## src/hw/rtl/swcl_pkg.sv

```systemverilog
`timescale 1ns / 1ps
`default_nettype none
// ----------------------------------------------------------------------------
// swcl_pkg: shared types and constants of the single-wire command link
// Phase encodings, receive status codes and the per-tick item and result.
// ----------------------------------------------------------------------------
package swcl_pkg;

	localparam int TICK_W = 16;
	localparam int CMD_W  = 2;
	localparam int STAT_W = 2;

	localparam logic [TICK_W-1:0] BIT_TICKS_RST = 16'd50;

	typedef enum logic [1:0] {
		TX_IDLE,
		TX_START,
		TX_DATA,
		TX_STOP
	} tx_phase_t;

	typedef enum logic [2:0] {
		RX_IDLE,
		RX_START,
		RX_DATA,
		RX_STOP,
		RX_TAIL
	} rx_phase_t;

	typedef enum logic [STAT_W-1:0] {
		ST_NONE,
		ST_OK,
		ST_NO_START,
		ST_NO_STOP
	} rx_status_t;

	// LED toggle commands
	localparam logic [7:0] CMD_LED_ONE = 8'b0000_0001;
	localparam logic [7:0] CMD_LED_TWO = 8'b0000_0010;

	typedef struct packed {
		logic             line_in;
		logic             send_valid;
		logic [CMD_W-1:0] send_cmd;
	} swcl_item_t;

	typedef struct packed {
		logic             line_release;
		logic             tx_busy;
		logic             rx_busy;
		rx_status_t       rx_status;
		logic [CMD_W-1:0] rx_cmd;
		logic             led_one;
		logic             led_two;
	} swcl_result_t;

endpackage
`default_nettype wire

```

## src/hw/rtl/swcl_in_if.sv

```systemverilog
`timescale 1ns / 1ps
`default_nettype none
// ----------------------------------------------------------------------------
// swcl_in_if: per-tick input channel
// Valid/ready channel carrying the sampled line level and a send request.
// ----------------------------------------------------------------------------
interface swcl_in_if;
	logic                        valid;
	logic                        ready;
	logic                        line_in;
	logic                        send_valid;
	logic [swcl_pkg::CMD_W-1:0]  send_cmd;

	modport source (output valid, line_in, send_valid, send_cmd, input ready);
	modport sink   (input valid, line_in, send_valid, send_cmd, output ready);
endinterface
`default_nettype wire

```

## src/hw/rtl/swcl_out_if.sv

```systemverilog
`timescale 1ns / 1ps
`default_nettype none
// ----------------------------------------------------------------------------
// swcl_out_if: per-tick result channel
// Valid/ready channel carrying line drive, busy flags, receive report, LEDs.
// ----------------------------------------------------------------------------
interface swcl_out_if;
	logic                        valid;
	logic                        ready;
	logic                        line_release;
	logic                        tx_busy;
	logic                        rx_busy;
	logic [swcl_pkg::STAT_W-1:0] rx_status;
	logic [swcl_pkg::CMD_W-1:0]  rx_cmd;
	logic                        led_one;
	logic                        led_two;

	modport source (output valid, line_release, tx_busy, rx_busy, rx_status, rx_cmd,
		led_one, led_two, input ready);
	modport sink   (input valid, line_release, tx_busy, rx_busy, rx_status, rx_cmd,
		led_one, led_two, output ready);
endinterface
`default_nettype wire

```

## src/hw/rtl/single_wire_command_link.sv

```systemverilog
`timescale 1ns / 1ps
`default_nettype none
// ----------------------------------------------------------------------------
// single_wire_command_link: command transceiver for one open-drain wire
// Input register, per-tick frame engine and result register.
// ----------------------------------------------------------------------------
// Each input transfer is one tick of the line. The block takes one transfer
// per clock cycle when the output side is not stalled and answers each with
// exactly one result transfer: the tick is captured in the input register
// (_s1), the engine applies it to the transmit/receive state in a single
// pass, and the answer lands in the result register (_s2).
// The input side stays ready while a result waits, as long as the result
// register is free or being drained in the same cycle. A send request starts
// a frame (low start bit, DATA_BITS data bits LSB first, released stop bit)
// only when both sides are idle; otherwise it is dropped. A low line while
// idle starts a receive, which is checked at half a bit, sampled mid-bit,
// checked at the stop bit and reported half a bit later; a failed check is
// reported on the tick of the sample. Received command 1 toggles led_one,
// command 2 toggles led_two. bit_ticks is written through cfg_we/cfg_data and
// should only change while the link is idle.
// ----------------------------------------------------------------------------
module single_wire_command_link #(
	parameter int DATA_BITS = 2
) (
	input  wire logic                        clk,
	input  wire logic                        arst_n,
	swcl_in_if.sink                          in_ch,
	swcl_out_if.source                       out_ch,
	input  wire logic                        cfg_we,
	input  wire logic [swcl_pkg::TICK_W-1:0] cfg_data
);
	import swcl_pkg::*;

	logic [TICK_W-1:0] bit_ticks_q;
	logic              valid_s1, valid_s2;
	swcl_item_t        item_s1, item_in;
	swcl_result_t      res, res_s2;
	logic              adv, in_xfer;

	// configuration register
	always_ff @(posedge clk or negedge arst_n) begin
		if (!arst_n) begin
			bit_ticks_q <= BIT_TICKS_RST;
		end else if (cfg_we) begin
			bit_ticks_q <= cfg_data;
		end
	end

	// stage 1 advances whenever the result register can take its answer
	assign adv          = valid_s1 && (!valid_s2 || out_ch.ready);
	assign in_ch.ready  = !valid_s1 || adv;
	assign in_xfer      = in_ch.valid && in_ch.ready;

	assign item_in.line_in    = in_ch.line_in;
	assign item_in.send_valid = in_ch.send_valid;
	assign item_in.send_cmd   = in_ch.send_cmd;

	always_ff @(posedge clk or negedge arst_n) begin
		if (!arst_n) begin
			valid_s1 <= 1'b0;
		end else if (in_xfer) begin
			valid_s1 <= 1'b1;
		end else if (adv) begin
			valid_s1 <= 1'b0;
		end
	end

	always_ff @(posedge clk) begin
		if (in_xfer) begin
			item_s1 <= item_in;
		end
	end

	swcl_engine #(
		.DATA_BITS(DATA_BITS)
	) u_engine (
		.clk      (clk),
		.arst_n   (arst_n),
		.en       (adv),
		.item     (item_s1),
		.bit_ticks(bit_ticks_q),
		.res      (res)
	);

	// result register
	always_ff @(posedge clk or negedge arst_n) begin
		if (!arst_n) begin
			valid_s2 <= 1'b0;
		end else if (adv) begin
			valid_s2 <= 1'b1;
		end else if (out_ch.ready) begin
			valid_s2 <= 1'b0;
		end
	end

	always_ff @(posedge clk) begin
		if (adv) begin
			res_s2 <= res;
		end
	end

	assign out_ch.valid        = valid_s2;
	assign out_ch.line_release = res_s2.line_release;
	assign out_ch.tx_busy      = res_s2.tx_busy;
	assign out_ch.rx_busy      = res_s2.rx_busy;
	assign out_ch.rx_status    = res_s2.rx_status;
	assign out_ch.rx_cmd       = res_s2.rx_cmd;
	assign out_ch.led_one      = res_s2.led_one;
	assign out_ch.led_two      = res_s2.led_two;

	// transmit and receive never overlap
	a_no_overlap: assert property (@(posedge clk) disable iff (!arst_n)
		valid_s2 |-> !(res_s2.tx_busy && res_s2.rx_busy))
		else $error("tx and rx busy together");

	// a command is only shown with a good receive
	a_cmd_only_ok: assert property (@(posedge clk) disable iff (!arst_n)
		valid_s2 |-> (res_s2.rx_status == ST_OK || res_s2.rx_cmd == '0))
		else $error("rx_cmd set without ST_OK");

	// any report ends the receive
	a_report_ends_rx: assert property (@(posedge clk) disable iff (!arst_n)
		(valid_s2 && res_s2.rx_status != ST_NONE) |-> !res_s2.rx_busy)
		else $error("receive still busy after report");

	// the engine only advances into a free or draining result register
	a_no_overwrite: assert property (@(posedge clk) disable iff (!arst_n)
		(valid_s2 && !out_ch.ready) |=> (valid_s2 && $stable(res_s2)))
		else $error("stalled result overwritten");

endmodule
`default_nettype wire

```

## src/hw/rtl/swcl_engine.sv

```systemverilog
`timescale 1ns / 1ps
`default_nettype none
// ----------------------------------------------------------------------------
// swcl_engine: transmit/receive state and per-tick update
// Holds both frame machines and the LEDs; one tick is applied when en is high.
// ----------------------------------------------------------------------------
module swcl_engine #(
	parameter int DATA_BITS = 2
) (
	input  wire logic                        clk,
	input  wire logic                        arst_n,
	input  wire logic                        en,
	input  wire swcl_pkg::swcl_item_t        item,
	input  wire logic [swcl_pkg::TICK_W-1:0] bit_ticks,
	output      swcl_pkg::swcl_result_t      res
);
	import swcl_pkg::*;

	localparam int IDX_W = $clog2(DATA_BITS + 1);

	tx_phase_t           tx_phase_q, tx_phase_d;
	rx_phase_t           rx_phase_q, rx_phase_d;
	logic [TICK_W-1:0]   tx_timer_q, tx_timer_d, rx_timer_q, rx_timer_d;
	logic [DATA_BITS-1:0] tx_shifter_q, tx_shifter_d, rx_shifter_q, rx_shifter_d;
	logic [IDX_W-1:0]    bit_index_q, bit_index_d;
	logic [1:0]          ind_q, ind_d;

	logic [TICK_W-1:0]    full_bit, half_bit, tx_load;
	logic                 tx_idle, rx_was_active, start_tx, start_rx, tx_active;
	logic                 tx_due, rx_due;
	tx_phase_t            tx_ph_eff;
	logic [DATA_BITS-1:0] tx_sh_eff, cmd_load;
	logic [IDX_W-1:0]     idx_eff, idx_inc;
	logic [7:0]           cmd_ext, rx_sh_ext;

	assign full_bit = (bit_ticks == '0) ? TICK_W'(1) : bit_ticks;
	assign half_bit = ((bit_ticks >> 1) == '0) ? TICK_W'(1) : (bit_ticks >> 1);

	assign tx_idle       = (tx_phase_q == TX_IDLE);
	assign rx_was_active = (rx_phase_q != RX_IDLE);
	assign start_tx      = tx_idle && !rx_was_active && item.send_valid;
	assign start_rx      = tx_idle && !rx_was_active && !item.send_valid && !item.line_in;
	assign tx_active     = start_tx || !tx_idle;

	assign cmd_ext   = {{(8-CMD_W){1'b0}}, item.send_cmd};
	assign cmd_load  = cmd_ext[DATA_BITS-1:0];
	assign tx_ph_eff = start_tx ? TX_START : tx_phase_q;
	assign tx_load   = start_tx ? full_bit : tx_timer_q;
	assign tx_sh_eff = start_tx ? cmd_load : tx_shifter_q;
	assign idx_eff   = start_tx ? '0 : bit_index_q;
	assign idx_inc   = idx_eff + IDX_W'(1);
	assign tx_due    = (tx_load == TICK_W'(1));
	assign rx_due    = rx_was_active && (rx_timer_q == TICK_W'(1));
	assign rx_sh_ext = 8'(rx_shifter_q);

	// next state
	always_comb begin
		tx_phase_d   = tx_phase_q;
		tx_timer_d   = tx_timer_q;
		tx_shifter_d = tx_shifter_q;
		rx_phase_d   = rx_phase_q;
		rx_timer_d   = rx_timer_q;
		rx_shifter_d = rx_shifter_q;
		bit_index_d  = idx_eff;
		ind_d        = ind_q;
		if (tx_active) begin
			tx_phase_d   = tx_ph_eff;
			tx_shifter_d = tx_sh_eff;
			tx_timer_d   = tx_load - TICK_W'(1);
			if (tx_due) begin
				case (tx_ph_eff)
					TX_START: begin
						tx_phase_d = TX_DATA;
						tx_timer_d = full_bit;
					end
					TX_DATA: begin
						tx_shifter_d = tx_sh_eff >> 1;
						bit_index_d  = idx_inc;
						tx_phase_d   = (idx_inc >= IDX_W'(DATA_BITS)) ? TX_STOP : TX_DATA;
						tx_timer_d   = full_bit;
					end
					default: tx_phase_d = TX_IDLE;
				endcase
			end
		end else if (start_rx) begin
			rx_phase_d   = RX_START;
			rx_timer_d   = half_bit;
			rx_shifter_d = '0;
		end else if (rx_was_active) begin
			rx_timer_d = rx_timer_q - TICK_W'(1);
			if (rx_due) begin
				case (rx_phase_q)
					RX_START: begin
						if (!item.line_in) begin
							rx_phase_d  = RX_DATA;
							rx_timer_d  = full_bit;
							bit_index_d = '0;
						end else begin
							rx_phase_d = RX_IDLE;
						end
					end
					RX_DATA: begin
						// LSB first: shift in from the top
						rx_shifter_d = (rx_shifter_q >> 1)
							| (DATA_BITS'(item.line_in) << (DATA_BITS - 1));
						bit_index_d  = idx_inc;
						rx_phase_d   = (idx_inc >= IDX_W'(DATA_BITS)) ? RX_STOP : RX_DATA;
						rx_timer_d   = full_bit;
					end
					RX_STOP: begin
						if (item.line_in) begin
							rx_phase_d = RX_TAIL;
							rx_timer_d = half_bit;
						end else begin
							rx_phase_d = RX_IDLE;
						end
					end
					default: begin
						ind_d      = ind_q ^ {rx_sh_ext == CMD_LED_TWO, rx_sh_ext == CMD_LED_ONE};
						rx_phase_d = RX_IDLE;
					end
				endcase
			end
		end
	end

	// outputs
	always_comb begin
		res              = '0;
		res.line_release = 1'b1;
		res.tx_busy      = tx_active;
		res.rx_status    = ST_NONE;
		if (tx_active) begin
			case (tx_ph_eff)
				TX_START: res.line_release = 1'b0;
				TX_DATA:  res.line_release = tx_sh_eff[0];
				default:  res.line_release = 1'b1;
			endcase
		end else if (rx_due) begin
			case (rx_phase_q)
				RX_START: res.rx_status = item.line_in ? ST_NO_START : ST_NONE;
				RX_DATA:  res.rx_status = ST_NONE;
				RX_STOP:  res.rx_status = item.line_in ? ST_NONE : ST_NO_STOP;
				default: begin
					res.rx_status = ST_OK;
					res.rx_cmd    = rx_sh_ext[CMD_W-1:0];
				end
			endcase
		end
		res.rx_busy = (rx_phase_d != RX_IDLE);
		res.led_one = ind_d[0];
		res.led_two = ind_d[1];
	end

	always_ff @(posedge clk or negedge arst_n) begin
		if (!arst_n) begin
			tx_phase_q   <= TX_IDLE;
			tx_timer_q   <= '0;
			tx_shifter_q <= '0;
			rx_phase_q   <= RX_IDLE;
			rx_timer_q   <= '0;
			rx_shifter_q <= '0;
			bit_index_q  <= '0;
			ind_q        <= '0;
		end else if (en) begin
			tx_phase_q   <= tx_phase_d;
			tx_timer_q   <= tx_timer_d;
			tx_shifter_q <= tx_shifter_d;
			rx_phase_q   <= rx_phase_d;
			rx_timer_q   <= rx_timer_d;
			rx_shifter_q <= rx_shifter_d;
			bit_index_q  <= bit_index_d;
			ind_q        <= ind_d;
		end
	end

endmodule
`default_nettype wire

```

## src/flat_wrapper.sv

```systemverilog
// flat-port wrapper written by rule: the top's interface ports become plain ports
module single_wire_command_link_flat import swcl_pkg::*;
#(
	parameter int DATA_BITS = 2
)
  (clk, arst_n, cfg_we, cfg_data, in_ch_valid, in_ch_line_in, in_ch_send_valid, in_ch_send_cmd, in_ch_ready, out_ch_valid, out_ch_line_release, out_ch_tx_busy, out_ch_rx_busy, out_ch_rx_status, out_ch_rx_cmd, out_ch_led_one, out_ch_led_two, out_ch_ready);
  swcl_in_if in_ch_i ();
  swcl_out_if out_ch_i ();
  input  wire logic clk;
  input  wire logic arst_n;
  input  wire logic cfg_we;
  input  wire logic [swcl_pkg::TICK_W-1:0] cfg_data;
  input wire logic [$bits(in_ch_i.valid)-1:0] in_ch_valid;
  input wire logic [$bits(in_ch_i.line_in)-1:0] in_ch_line_in;
  input wire logic [$bits(in_ch_i.send_valid)-1:0] in_ch_send_valid;
  input wire logic [$bits(in_ch_i.send_cmd)-1:0] in_ch_send_cmd;
  output wire logic [$bits(in_ch_i.ready)-1:0] in_ch_ready;
  output wire logic [$bits(out_ch_i.valid)-1:0] out_ch_valid;
  output wire logic [$bits(out_ch_i.line_release)-1:0] out_ch_line_release;
  output wire logic [$bits(out_ch_i.tx_busy)-1:0] out_ch_tx_busy;
  output wire logic [$bits(out_ch_i.rx_busy)-1:0] out_ch_rx_busy;
  output wire logic [$bits(out_ch_i.rx_status)-1:0] out_ch_rx_status;
  output wire logic [$bits(out_ch_i.rx_cmd)-1:0] out_ch_rx_cmd;
  output wire logic [$bits(out_ch_i.led_one)-1:0] out_ch_led_one;
  output wire logic [$bits(out_ch_i.led_two)-1:0] out_ch_led_two;
  input wire logic [$bits(out_ch_i.ready)-1:0] out_ch_ready;
  assign in_ch_i.valid = in_ch_valid;
  assign in_ch_i.line_in = in_ch_line_in;
  assign in_ch_i.send_valid = in_ch_send_valid;
  assign in_ch_i.send_cmd = in_ch_send_cmd;
  assign in_ch_ready = in_ch_i.ready;
  assign out_ch_valid = out_ch_i.valid;
  assign out_ch_line_release = out_ch_i.line_release;
  assign out_ch_tx_busy = out_ch_i.tx_busy;
  assign out_ch_rx_busy = out_ch_i.rx_busy;
  assign out_ch_rx_status = out_ch_i.rx_status;
  assign out_ch_rx_cmd = out_ch_i.rx_cmd;
  assign out_ch_led_one = out_ch_i.led_one;
  assign out_ch_led_two = out_ch_i.led_two;
  assign out_ch_i.ready = out_ch_ready;
  single_wire_command_link #(.DATA_BITS(DATA_BITS)) u_core (.clk(clk), .arst_n(arst_n), .in_ch(in_ch_i), .out_ch(out_ch_i), .cfg_we(cfg_we), .cfg_data(cfg_data));
endmodule
```

## config.mk

```make
export PLATFORM = sky130hd
export DESIGN_NAME = single_wire_command_link_flat
export DESIGN_NICKNAME = d
export VERILOG_FILES = /design/src/hw/rtl/swcl_pkg.sv /design/src/hw/rtl/swcl_in_if.sv /design/src/hw/rtl/swcl_out_if.sv /design/src/hw/rtl/single_wire_command_link.sv /design/src/hw/rtl/swcl_engine.sv /design/src/flat_wrapper.sv
export SDC_FILE = /design/constraint.sdc
export NUM_CORES = 1
export LEC_CHECK = 0
export ABC_CLOCK_PERIOD_IN_PS = 4000
export BUFFER_PORTS_ARGS = -buffer_cell sky130_fd_sc_hd__buf_4
export CORE_AREA = 5 5 97 99
export DETAILED_ROUTE_END_ITERATION = 10
export DIE_AREA = 0 0 102 104
export PLACE_DENSITY = 0.87
export SYNTH_ARGS = -nofsm -noshare
export SYNTH_HDL_FRONTEND = slang
export SYNTH_SLANG_ARGS = --single-unit
```

## constraint.sdc

```tcl
create_clock -name clk -period 4 [get_ports clk]
set_clock_uncertainty 0.15 [all_clocks]
set_input_delay 0.6 -clock clk [delete_from_list [all_inputs] [get_ports clk]]
set_output_delay 0.6 -clock clk [all_outputs]
set_load 0.01 [all_outputs]
```

Word level (Yosys, flattened, before mapping):

Cells that the tools add are included.

* muxes and demuxes: 52
* order comparisons: 1
* reductions and logical operators: 33
* equal/unequal tests: 9
* bitwise logic cells: 4
* $add $sub $neg: 3

Operator list (count)
* $mux 16: 9
* $mux 2: 25
* $pmux 16 s3: 1
* $eq 16x1->1 const B: 2
* $logic_not 16->1: 2
* $sub 16x1->16 const B: 2
* $mux 15: 1
* $mux 3: 5
* $reduce_bool 2->1: 5
* $pmux 3 s3: 1
* $pmux 2 s2: 2
* $logic_and 1x1->1: 7
* $eq 3x2->1 const B: 2
* $logic_not 1->1: 6
* $mux 1: 6
* $pmux 2 s3: 1
* $reduce_bool 3->1: 2
* $reduce_and 5->1: 1
* $reduce_or 5->1: 1
* $eq 2x1->1 const B: 2
* $eq 2x2->1 const B: 2
* $reduce_or 2->1: 2
* $eq 3x1->1 const B: 1
* $logic_or 1x1->1: 3
* other kinds (10): 11

* bits in registers: 76
* output and inout port bits: 11

Logic depth before layout (Yosys ltp):

Gate-level depths: netlist of run 1.

* word-level depth: 14
* mapped depth: 17

By module:

A second synthesis of run 1 with hierarchy kept.

* cell total of the unflattened synthesis: 559
* area, all modules: 5029.8 um^2

Modules (own cells, without submodules)
* swcl_engine: seq. area each 1126.1 um^2, area each 3897.5 um^2, cells an instance 504, times used 1
* single_wire_command_link: seq. area each 844.6 um^2, area each 1132.3 um^2, cells an instance 55, times used 1

Least setup slack after synthesis of run 1:

OpenSTA, ideal clock, no wires.

* path type: register to register
* from: register u_core.bit_ticks_q[8]
* to: register u_core.u_engine.tx_timer_q[12]
* slack: 583 ps
* data required time: 3707 ps
* arrival: 3123 ps
* stages on the path, launching flop included: 17
* library setup time: 143 ps
* buffers on the path: 2
* path through: dfrtp_1 buf_2 or4_4 nor4b_4 nand2_1 o21bai_2 nand2_1 and2_1 inv_1 ha_1 nand2_1 nor3_2 o21a_1 buf_6 nor4_1 a211oi_1 o221ai_1

* word-level cells in the longest chain between the ends: 6
* elaborated cells on any way between the ends: 7
* classes of those cells: add/sub (1); eq/ne (1); mux (4); reduce/logical (1)

RTL lines
* start: declaration: RTL line single_wire_command_link.sv:34 `logic [TICK_W-1:0] bit_ticks_q;`
* start signal: assignment: RTL line single_wire_command_link.sv:45 `bit_ticks_q <= cfg_data;`
* $logic_not 16->1: RTL line swcl_engine.sv:36 `assign full_bit = (bit_ticks == '0) ? TICK_W'(1) : bit_ticks;`
* $mux 16 *: RTL line swcl_engine.sv:36
* $mux 16: RTL line swcl_engine.sv:48 `assign tx_load = start_tx ? full_bit : tx_timer_q;`
* $sub 16x1->16: RTL line swcl_engine.sv:69 `tx_timer_d = tx_load - TICK_W'(1);`
* $mux 16: RTL line swcl_engine.sv:71 `case (tx_ph_eff)`
* $mux 16 *: RTL line swcl_engine.sv:70 `if (tx_due) begin`
* end signal: assignment: RTL line swcl_engine.sv:167 `tx_timer_q <= tx_timer_d;`
* end: declaration: RTL line swcl_engine.sv:23 `logic [TICK_W-1:0] tx_timer_q, tx_timer_d, rx_timer_q, rx_timer_d;`

Mark *: on every way between the ends. The rest lies on a longest branch, timed or not.
A chain may end at the register's enable or synchronous reset.

Worst setup path after layout of run 1:

* from: register u_core.u_engine.rx_phase_q[1]
* to: register u_core.u_engine.tx_timer_q[10]

* word-level cells in the longest chain between the ends: 9
* elaborated cells on any way between the ends: 15
* classes of those cells: add/sub (1); eq/ne (3); mux (4); reduce/logical (7)

RTL lines
* start: declaration: RTL line swcl_engine.sv:22 `rx_phase_t rx_phase_q, rx_phase_d;`
* start signal: assignment: RTL line swcl_engine.sv:169 `rx_phase_q <= rx_phase_d;`
* $reduce_bool 3->1 *: RTL line swcl_engine.sv:40 `assign rx_was_active = (rx_phase_q != RX_IDLE);`
* $logic_not 1->1 *: RTL line swcl_engine.sv:41 `assign start_tx = tx_idle && !rx_was_active && item.send_valid;`
* $logic_and 1x1->1 * (2 in a row): RTL line swcl_engine.sv:41
* branches (longest 5 deep; another with $sub 16x1->16)

Mark *: on every way between the ends.

==> key figures, run 1 <==
Global routing
  • First-pass GRT wire length: ~22000 um
  • Initial antenna violation count: 0
  • Largest net degree at the start of global routing: between 60 and 70
  • Congestion Overflow GR: 0
  • Vias in the first global route: roughly 4500
  • Gr usage total: approximately a quarter

Power and ir drop
  • PnR Total Power: ~3.0 mW
  • Peak supply drop: about 0.4 mV
  • Cell area power density: roughly 530 nW/um^2
  • P_leak: 2.27 nW

Synthesis
  • XOR/XNOR Fraction of Synth Area: under 10%
  • Synth top area share: 29.9%
  • Adder-cell share of the synthesized area: 0.998%
  • Main flop type after synthesis: dfrtp_1
  • Synth Cell Area: 5010 sq um
  • #FFs+latches synth: 76
  • Async S/R FF share, synth: between 80% and 90%
  • Multiplexer area fraction after synthesis: under 10%
  • Largest area contributor in the netlist: dfrtp_1
  • Synth unique cells: 70
  • Sequential-to-total area share from yosys stat: between 30% and 40%
  • Simple-gate share of the synthesized area: 25.6%
  • Ys Warns: 0
  • Compound-Gate Fraction of Synth Area: 21.6%
  • Synth top area cells: dfrtp_1, edfxtp_1, a21oi_1
  • Cells after synthesis: ~580
  • Post-synth EDFFs: 13
  • Synthesized area per cell: between 8 and 9 sq um
  • Largest family of logic cells by synthesized area: simple AND/OR/NAND/NOR gates
  • Syn Nets: a little over 600

Clock tree
  • CTS tree: built
  • Root buffer cell: clkbuf_8
  • Post-cts sizing count: 0
  • CTS Hold Buffers Added: 0
  • Sink Count: 76
  • Post-CTS Setup Bufs: 0
  • Clk Latency, worst-skew pair: roughly 0.36 ns
  • Clk slew on worst S/H paths: 0.08 ns
  • Num CTS Buffers: 9
  • CTS max path bufs: 2
  • CTS H-tree depth: 3

Routing
  • Avg WL per Cell: approximately 19 um
  • DRC: 0
  • DRT iter0 DRCs: 424
  • Vias per cell: roughly 6.7
  • Antenna-violating nets left: 0
  • Routed vias: around 4800
  • Pre-antenna DRT Iters: 5
  • DRT Wirelength: roughly 13000 um

Critical path
  • Critical Path Slowest Stage Cell: ha_1
  • WP data required: about 4 ns
  • Worst-path cell chain: nor3_2 -> nand3_1 -> mux2i_1 -> ha_1 -> nand3_1 -> nor4_1 -> a31oi_1 -> a211oi_1 -> nor2_1
  • Flop-to-flop setup slack: between 0.15 and 0.2 ns
  • Top fanout value on the critical path: 15
  • Worst Path Arrival: between 3 and 4 ns
  • Worst stage delay on the critical path: between 0.5 and 0.6 ns
  • Critical path's most frequent cell: nand3_1
  • CP Class: flip-flop to flip-flop
  • Crit path launch type: flip-flop
  • Endpoint type of the worst setup path: flip-flop

Layout
  • Post-route cell area: approximately 5600 sq um
  • Commonest non-fill, non-tap cell in the layout: nor2_1
  • Most frequent cells in the layout: nor2_1, dfrtp_1, buf_4, nand2_1, a21oi_1
  • Layout area overhead: 12.1%
  • Layout cells sized above 1: 19.3%
  • Diode count: 0
  • Final nets: 635
  • Filler Cell Count: approximately 680
  • Final std cells w/o fill: ~720

Floorplan
  • Std-Cell Rows: 34
  • Area of the core: approximately 8500 sq um
  • Initial Util: 59.2%
  • Die area: about 11000 sq um
  • Die H: ~100 um
  • Num ports: 36
  • Die Span X: about 100 um

Placed design
  • Final HPWL DP: between 9000 and 10000 um
  • Port-buffer cells: 35
  • Area post-placement: between 5000 and 6000 sq um
  • Cells after DPL: between 700 and 800
  • Pre-CTS setup slack: around 0.36 ns
  • Routability congestion estimate: about 0.95

STA
  • Fmax: 261 MHz
  • Worst setup margin: approximately 0.17 ns
  • RSZ-0062 raised after global routing: no
  • Endpoints failing setup: 0
  • Setup TNS Final: 0 ns
  • Measured slew at the worst slew-check pin: ~0.85 ns
  • Fin crit period: 3.83 ns
  • Pins Over Slew Limit: 0
  • Final period utilization: between 90 and 100%
  • Final hold vios: 0
  • Worst slew margin: between 40% and 50%

Hold path
  • Hold crit path type: input port to asynchronous set/reset pin

Job
  • Number of max-cap violations: 0

Status
  • Status: finished, final reports clean
cell families (layout without fill, tap and decap cells):
kind of cell	count (synthesis)	after routing
and+or+nand+nor	242	242
AOI/OAI and AO/OA	166	166
buffers and inverters	52	84
adders and majority gates	4	4
muxes	21	21
xor gates and xnor gates	18	18
DFF	76	76
sequential cells by signal (all words and copies together), names as in the netlist:
name	count
u_core.u_engine.rx_shifter_q	2
u_core.u_engine.bit_index_q	2
u_core.u_engine.rx_phase_q	3
u_core.item_s1	4
u_core.out_ch.line_release	1
u_core.out_ch.rx_cmd	2
u_core.out_ch.led_two	1
u_core.u_engine.ind_q	2
u_core.bit_ticks_q	16
u_core.u_engine.tx_shifter_q	2
u_core.valid_s1	1
u_core.u_engine.rx_timer_q	16
u_core.out_ch.valid	1
u_core.out_ch.led_one	1
u_core.out_ch.tx_busy	1
u_core.u_engine.tx_timer_q	16
u_core.u_engine.tx_phase_q	2
u_core.out_ch.rx_status	2
u_core.out_ch.rx_busy	1
synth_stat cells (all sizes together), types with 5 or more instances:
master,n
a21oi,52
o31ai,9
o21ai,32
nor4b,5
edfxtp,13
o21a,5
o211ai,5
nor4,19
xnor2,11
and2,6
xor2,7
a31oi,11
buf,17
nand2,54
nor3,31
inv,11
a211oi,10
mux2,18
nor2,65
clkbuf,24
a22oi,9
nand2b,8
nand3,23
and3,8
dfrtp,60
report_power, final:
| group | switching [mW] | leakage (nW) | internal (mW) |
|---|---|---|---|
| Sequential | 0.243 | 0.909 | 0.940 |
| Combinational | 0.632 | 1.24 | 0.492 |
| Clock | 0.307 | 0.117 | 0.367 |
| Total | 1.18 | 2.27 | 1.80 |
per-layer routing:
layer	global-route usage [%]	wire length (um)	part of all wire (%)
met5	0	0	0
met4	10.1	386	2.9
met3	4.76	1210	9.0
met2	40.0	6400	48
met1	35.0	5460	41
layout make-up:
class / count / area [sq um] / share of cell area, %
clock buffer: 12 / 178 / 3.16
timing repair buffer: 57 / 428 / 7.61
clock inverter: 4 / 52.6 / 0.935
inverter: 11 / 41.3 / 0.735
sequential: 76 / 1970 / 35.1
multi-input combinational: 451 / 2820 / 50.1
tap: 108 / 135 / 2.40
stage by stage:
stage	hold slack, ns	util, %
final	0.166	66.4
after global routing	0.253	66.4
after CTS	0.211	66.4
after detailed placement	0.326	63.7
after global placement	0.325	63.7
after floorplan	0.154	-
critical path: cells and delay by family (launching register included):
kind,cells,cell delay [ns]
and+or+nand+nor,5,1.64
adders and majority gates,1,0.56
DFF,1,0.53
AOI/OAI and AO/OA,2,0.46
muxes,1,0.38
final timing paths:
kind,from,end,depth (start not counted)
setup / recovery,u_core.u_engine.rx_phase_q[1],u_core.u_engine.tx_timer_q[10],9
hold / removal,arst_n,u_core.u_engine.tx_timer_q[15],1
setup reg to reg,u_core.u_engine.rx_phase_q[1],u_core.u_engine.tx_timer_q[10],9
hold reg to reg,u_core.u_engine.ind_q[0],u_core.u_engine.ind_q[0],1
max in group asynchronous,arst_n,u_core.bit_ticks_q[6],1
min in group clk,in_ch_send_cmd[1],u_core.item_s1[1],1
(Power assumes the default switching activity.)
==> run 2: changes to the inputs <==
CELL_PAD_IN_SITES_DETAIL_PLACEMENT = 1   (was unset)
CELL_PAD_IN_SITES_GLOBAL_PLACEMENT = 1   (was unset)
CORE_AREA = 2 2 107 109   (was 5 5 97 99)
DIE_AREA = 0 0 109 111   (was 0 0 102 104)
GPL_TIMING_DRIVEN = 0   (was unset)
==> run 2 against run 1 <==
Clock power is 23% higher. First-iteration DRC count is 4.0% lower. Utilization is 13 points lower. Wire length is 28% higher. Largest power group is now combinational logic.
==> key figures, run 2 (synthesized netlist as in run 1, its figures left out) <==
Placed design
  • Final HPWL DP: 11700 um (+25%)
  • Pre-CTS setup slack: -0.315 ns (-0.671 ns)
  • Routability congestion estimate: 0.900 (-5.0%)
  • Port-buffer cells: 34 (-2.9%)

Critical path
  • WP buf/inv: 4 (+4)
  • Top fanout value on the critical path: 10 (-5)
  • Worst r2r dst: u_core.u_engine.tx_timer_q[3]
  • Worst Path Arrival: 4.06 ns (+0.14 ns)
  • Worst stage delay on the critical path: 0.53 ns (-0.03 ns)
  • CP top delay family: simple AND/OR/NAND/NOR gates
  • Endpoint type of the worst setup path: flip-flop
  • WP data required: 4.09 ns (about the same)
  • Worst Reg2Reg Path Length in Cells: 17 (+8)
  • Critical path's most frequent cell: nand2_1
  • Reg-to-Reg Start: u_core.bit_ticks_q[8]
  • CP Launch Point: u_core.bit_ticks_q[8]
  • Flop-to-flop setup slack: 0.02 ns (-0.15 ns)
  • Worst-path cell chain: clkbuf_4 -> or4_4 -> nor4b_4 -> nand2_2 -> o21bai_4 -> nand2_1 -> and2_1 -> inv_1 -> ha_2 -> nand2_1 -> nor3_4 -> o21a_1 -> buf_6 -> buf_6 -> a21oi_1 -> o21ai_1 -> nand2_1
  • Crit path launch type: flip-flop
  • WP depth: 17 (+8)
  • CP endpoint: u_core.u_engine.tx_timer_q[3]
  • CP Class: flip-flop to flip-flop
  • Critical Path Slowest Stage Cell: or4_4

STA
  • Hold slack final: 0.212 ns (+0.0467 ns)
  • Endpoints failing setup: 0 (unchanged)
  • Final period utilization: 99.4% (+3.6 points)
  • Worst slew margin: 34.2% (-8.7 points)
  • Pins Over Slew Limit: 0 (unchanged)
  • Fmax: 251 MHz (-3.6%)
  • Final hold vios: 0 (unchanged)
  • Worst setup margin: 0.0236 ns (-0.145 ns)
  • Measured slew at the worst slew-check pin: 0.977 ns (+0.123 ns)
  • Fin crit period: 3.98 ns (+0.145 ns)

Global routing
  • Initial antenna violation count: 0 (unchanged)
  • Vias in the first global route: 5292 (+17%)
  • Congestion Overflow GR: 0 (unchanged)
  • First-pass GRT wire length: 27100 um (+23%)
  • Gr usage total: 29.1% (+3.4 points)
  • Largest net degree at the start of global routing: 64 (unchanged)

Routing
  • Vias per cell: 6.49 (-2.6%)
  • DRC: 0 (unchanged)
  • Pre-antenna DRT Iters: 5 (unchanged)
  • DRT iter0 DRCs: 407 (-4.0%)
  • Avg WL per Cell: 21.9 um (+17%)
  • Routed vias: 5101 (+6.4%)
  • DRT Wirelength: 17200 um (+28%)
  • Antenna-violating nets left: 0 (unchanged)

Floorplan
  • Die H: 111 um (+6.7%)
  • Area of the core: 11100 sq um (+31%)
  • Std-Cell Rows: 39 (+15%)
  • Num ports: 36 (unchanged)
  • Die Span X: 109 um (+6.9%)
  • Initial Util: 45.3% (-14 points)
  • Die area: 12100 sq um (+14%)

Power and ir drop
  • P_leak: 2.36 nW (+3.8%)
  • Cell area power density: 541 nW/um^2 (+2.0%)
  • Peak supply drop: 0.301 mV (-23%)

Clock tree
  • Clk slew on worst S/H paths: 0.07 ns (about the same)
  • CTS H-tree depth: 3 (unchanged)
  • CTS max path bufs: 2 (unchanged)
  • Num CTS Buffers: 9 (unchanged)
  • CTS Hold Buffers Added: 0 (unchanged)
  • CTS tree: built
  • Root buffer cell: clkbuf_16
  • Sink Count: 76 (unchanged)
  • Clk Latency, worst-skew pair: 0.35 ns (about the same)

Layout
  • Final core utilization: 53.3% (-13 points)
  • Layout area overhead: 17.7%
  • Layout cells sized above 1: 19.8% (+0.44 points)
  • Diode count: 0 (unchanged)
  • Most frequent cells in the layout: nor2_1, dfrtp_1, buf_4, nand2_1, a21oi_1
  • Final nets: 667 (+5.0%)
  • Commonest non-fill, non-tap cell in the layout: nor2_1
  • Top Registers: u_core.bit_ticks_q (16), u_core.u_engine.rx_timer_q (16), u_core.u_engine.tx_timer_q (16)

Hold path
  • Hold crit path type: input port to asynchronous set/reset pin

Job
  • Number of max-cap violations: 0 (unchanged)

Status
  • Status: finished, final reports clean
[run 2: stage by stage]
| step | total power, mW | setup TNS (ns) | instances | instance area, sq um |
|---|---|---|---|---|
| finish | 3.19 | 0 | 786 | 5900 |
| global placement | 2.23 | -2.29 | 756 | 5450 |
| CTS | 3.15 | 0 | 773 | 5760 |
| global route | 3.38 | -0.132 | 786 | 5900 |
| detailed placement | 2.31 | -4.70 | 756 | 5450 |
| floorplan | 1.98 | 0 | 579 | 5010 |
[run 2: how the worst min path moves through the flow]
stage,from,depth (start not counted),end,slack (ns)
final,arst_n,1,u_core.u_engine.tx_timer_q[8],0.21
after global routing,arst_n,1,u_core.u_engine.tx_timer_q[8],0.25
after CTS,arst_n,1,u_core.u_engine.tx_timer_q[11],0.25
after detailed placement,u_core.u_engine.tx_shifter_q[0],1,u_core.u_engine.tx_shifter_q[0],0.33
after global placement,u_core.u_engine.tx_shifter_q[0],1,u_core.u_engine.tx_shifter_q[0],0.33
after floorplan,arst_n,0,u_core.bit_ticks_q[0],0.15
[run 2: what timing repair did]
item | 4_1_cts | 5_1_grt
cloned | 0 | 0
buffers inserted | 1 | 13
endpoints found under the setup margin | 21 | 21
endpoints found under the hold margin | 0 | 0
resized for setup | 5 | 12
pin swaps | 1 | 6
[run 2: final cells by class]
| class | instances | area (sq um) |
|---|---|---|
| clock inverters | 2 | 35.0 |
| repair buffers | 48 | 360 |
| inverters | 11 | 41.3 |
| plain buffers | 41 | 203 |
| clock buffers | 14 | 254 |
| flip-flops and latches | 76 | 1970 |
| multi-input cells | 451 | 2860 |
| well taps | 143 | 179 |
| fillers | 1303 | 5170 |
[run 2: metal layers]
metal  part of all wire, %  GRT usage [%]  vias up
li1                      -              -     2258
met1                    42           36.6     2564
met2                    48           46.4      215
met3                   5.9           8.00       64
met4                   4.2           12.6        0
met5                     0              0        -
[run 2: worst reg2reg max path: cells and delay by family (launching register included)]
family / cells / cell delay (ns)
compound gates: 4 / 0.67
fa+ha+maj: 1 / 0.21
buf+inv: 4 / 0.63
flops: 1 / 0.36
simple gates: 8 / 1.85
[run 2: where the power goes]
group	internal [mW]	switching (mW)	total (mW)	leakage (nW)
Sequential	0.942	0.215	1.16	0.908
Combinational	0.494	0.716	1.21	1.31
Clock	0.501	0.327	0.828	0.141
Total	1.94	1.26	3.19	2.36
==> run 3: changes to the inputs <==
REMOVE_ABC_BUFFERS = 1   (was unset)
==> run 3 against run 2 <==
First-iteration DRC count down 15%. Fmax up 3.1%. Critical path depth down 2. Critical endpoint is now u_core.u_engine.tx_timer_q[0]. Worst setup slack better by 0.12 ns. Via count down 4.3%.
==> key figures, run 3 (synthesized netlist as in run 1, its figures left out) <==
Status
  • Status: finished, final reports clean

STA
  • Worst setup margin: 0.142 ns (+0.118 ns)
  • Final period utilization: 96.5% (-3.0 points)
  • Endpoints failing setup: 0 (unchanged)
  • Worst slew margin: 10.5% (-24 points)
  • Pins Over Slew Limit: 0 (unchanged)
  • Final hold vios: 0 (unchanged)
  • Fmax: 259 MHz (+3.1%)
  • Measured slew at the worst slew-check pin: 1.33 ns (+0.357 ns)
  • Fin crit period: 3.86 ns (-0.118 ns)

Power and ir drop
  • Peak supply drop: 0.372 mV (+24%)
  • Cell area power density: 561 nW/um^2 (+3.7%)
  • Net switching power: 1.24 mW (-1.5%)
  • Switching Share: 38.0% (-1.4 points)
  • Sequential power share: 37.0% (+0.8 points)
  • P_leak: 2.27 nW (-3.7%)
  • Comb power frac: 34.4% (-3.5 points)
  • Clk pwr share: 28.6% (+2.7 points)
  • Int Power: 2.02 mW (+4.4%)
  • PnR Total Power: 3.26 mW (+2.1%)

Global routing
  • First-pass GRT wire length: 26300 um (-2.9%)
  • Vias in the first global route: 5028 (-5.0%)
  • Congestion Overflow GR: 0 (unchanged)
  • Initial antenna violation count: 0 (unchanged)
  • Largest net degree at the start of global routing: 64 (unchanged)
  • Gr usage total: 28.1% (-0.95 points)

Routing
  • DRC: 0 (unchanged)
  • DRT Wirelength: 16300 um (-5.2%)
  • Antenna-violating nets left: 0 (unchanged)
  • Pre-antenna DRT Iters: 5 (unchanged)
  • DRT iter0 DRCs: 344 (-15%)
  • Routed vias: 4881 (-4.3%)
  • Vias per cell: 6.55 (+0.95%)
  • Avg WL per Cell: 21.9 um (about the same)

Critical path
  • CP top delay family: simple AND/OR/NAND/NOR gates
  • Crit path launch type: flip-flop
  • Worst Path Arrival: 3.94 ns (-0.12 ns)
  • Critical path's most frequent cell: nand2_1
  • WP data required: 4.08 ns (about the same)
  • CP Class: flip-flop to flip-flop
  • Worst stage delay on the critical path: 0.61 ns (+0.08 ns)
  • Critical Path Slowest Stage Cell: or4_4
  • WP buf/inv: 2 (-2)
  • Top fanout value on the critical path: 12 (+2)
  • Worst-path cell chain: or4_4 -> nor4b_4 -> nand2_2 -> o21bai_4 -> nand2_1 -> and2_1 -> inv_1 -> ha_1 -> nand2_1 -> nor3_4 -> o21a_4 -> buf_12 -> a2111oi_2 -> a31oi_1 -> nand2_1
  • Endpoint type of the worst setup path: flip-flop

Layout
  • Most frequent cells in the layout: nor2_1, dfrtp_1, nand2_1, a21oi_1, buf_4
  • Layout area overhead: 15.9%
  • Final nets: 626 (-6.1%)
  • Diode count: 0 (unchanged)
  • Commonest non-fill, non-tap cell in the layout: nor2_1
  • Post-route cell area: 5810 sq um (-1.5%)
  • Filler Cell Count: 1300 (-0.23%)
  • Layout cells sized above 1: 19.3% (-0.48 points)
  • Top Registers: u_core.bit_ticks_q (16), u_core.u_engine.rx_timer_q (16), u_core.u_engine.tx_timer_q (16)

Placed design
  • Final HPWL DP: 10400 um (-11%)
  • Routability congestion estimate: 0.816 (-9.3%)
  • Pre-CTS setup slack: -0.874 ns (-0.558 ns)
  • Port-buffer cells: 35 (+2.9%)
  • Area post-placement: 5310 sq um (-2.6%)

Floorplan
  • Num ports: 36 (unchanged)
  • Std-Cell Rows: 39 (unchanged)
  • Area of the core: 11100 sq um (unchanged)
  • Die Span X: 109 um (unchanged)
  • Initial Util: 45.3% (unchanged)
  • Die area: 12100 sq um (unchanged)
  • Die H: 111 um (unchanged)

Clock tree
  • Num CTS Buffers: 9 (unchanged)
  • Sink Count: 76 (unchanged)
  • CTS Hold Buffers Added: 0 (unchanged)
  • Root buffer cell: clkbuf_16
  • Clk Latency, worst-skew pair: 0.35 ns (about the same)
  • CTS max path bufs: 2 (unchanged)
  • CTS H-tree depth: 3 (unchanged)
  • Clk slew on worst S/H paths: 0.06 ns (about the same)
  • CTS tree: built

Job
  • Number of max-cap violations: 0 (unchanged)

Hold path
  • Hold crit path type: input port to asynchronous set/reset pin
run 3: cell types whose count changed in the layout (fill, tap and decap cells not counted), moves of 2 or more:
cell,before,now
buf_1,2,0
buf_2,7,0
buf_4,53,43
clkbuf_1,26,1
clkbuf_2,2,0
clkbuf_8,1,3
run 3: layer usage:
layer / global-route usage, % / up-vias / share of wire [%]
met3: 6.29 / 35 / 5.6
met5: 0 / - / 0
met1: 36.8 / 2494 / 42
met2: 45.5 / 157 / 50
li1: - / 2195 / -
met4: 9.66 / 0 / 2.5
run 3: power groups by stage:
stage               Combinational [mW]  Sequential [mW]  Clock [mW]
global placement                  1.01             1.19           0
finish                            1.12             1.21       0.931
CTS                               1.11             1.20       0.956
detailed placement                1.09             1.20           0
floorplan                        0.825             1.13           0
global route                      1.27             1.24       0.983
run 3: cell type report:
type,instances,area [sq um],share of cell area (%)
clock buffer,13,270,4.65
multi-input combinational,453,2910,50.1
clock inverter,3,67.6,1.16
tap,143,179,3.08
sequential,76,1970,33.9
inverter,11,41.3,0.710
timing repair buffer,46,369,6.35
run 3: per-stage QoR:
step	setup TNS [ns]	hold slack [ns]	std cells	util [%]
after detailed placement	-10.74	0.330	718	47.9
after floorplan	0	0.154	538	-
after global routing	-0.0195	0.258	745	52.5
after CTS	0	0.237	740	52.0
final	0	0.186	745	52.5
after global placement	-15.96	0.328	716	47.5
run 3: path summary, 6_finish.rpt:
check                      slack, ns                        endpoint                      from  cells past startpoint
setup / recovery                0.14   u_core.u_engine.tx_timer_q[0]     u_core.bit_ticks_q[7]                     15
hold / removal                  0.19  u_core.u_engine.tx_timer_q[15]                    arst_n                      1
setup reg to reg                0.14   u_core.u_engine.tx_timer_q[0]     u_core.bit_ticks_q[7]                     15
hold reg to reg                 0.34        u_core.u_engine.ind_q[1]  u_core.u_engine.ind_q[1]                      1
max in group asynchronous       2.83           u_core.bit_ticks_q[7]                    arst_n                      1
min in group clk                0.28               u_core.item_s1[0]         in_ch_send_cmd[0]                      1
run 3: repair_timing:
item                       CTS  global route
setup endpoints to repair   22            18
gates resized for setup     10             4
cloned                       1             1
buffers inserted             5             4
pin swaps                    3             4
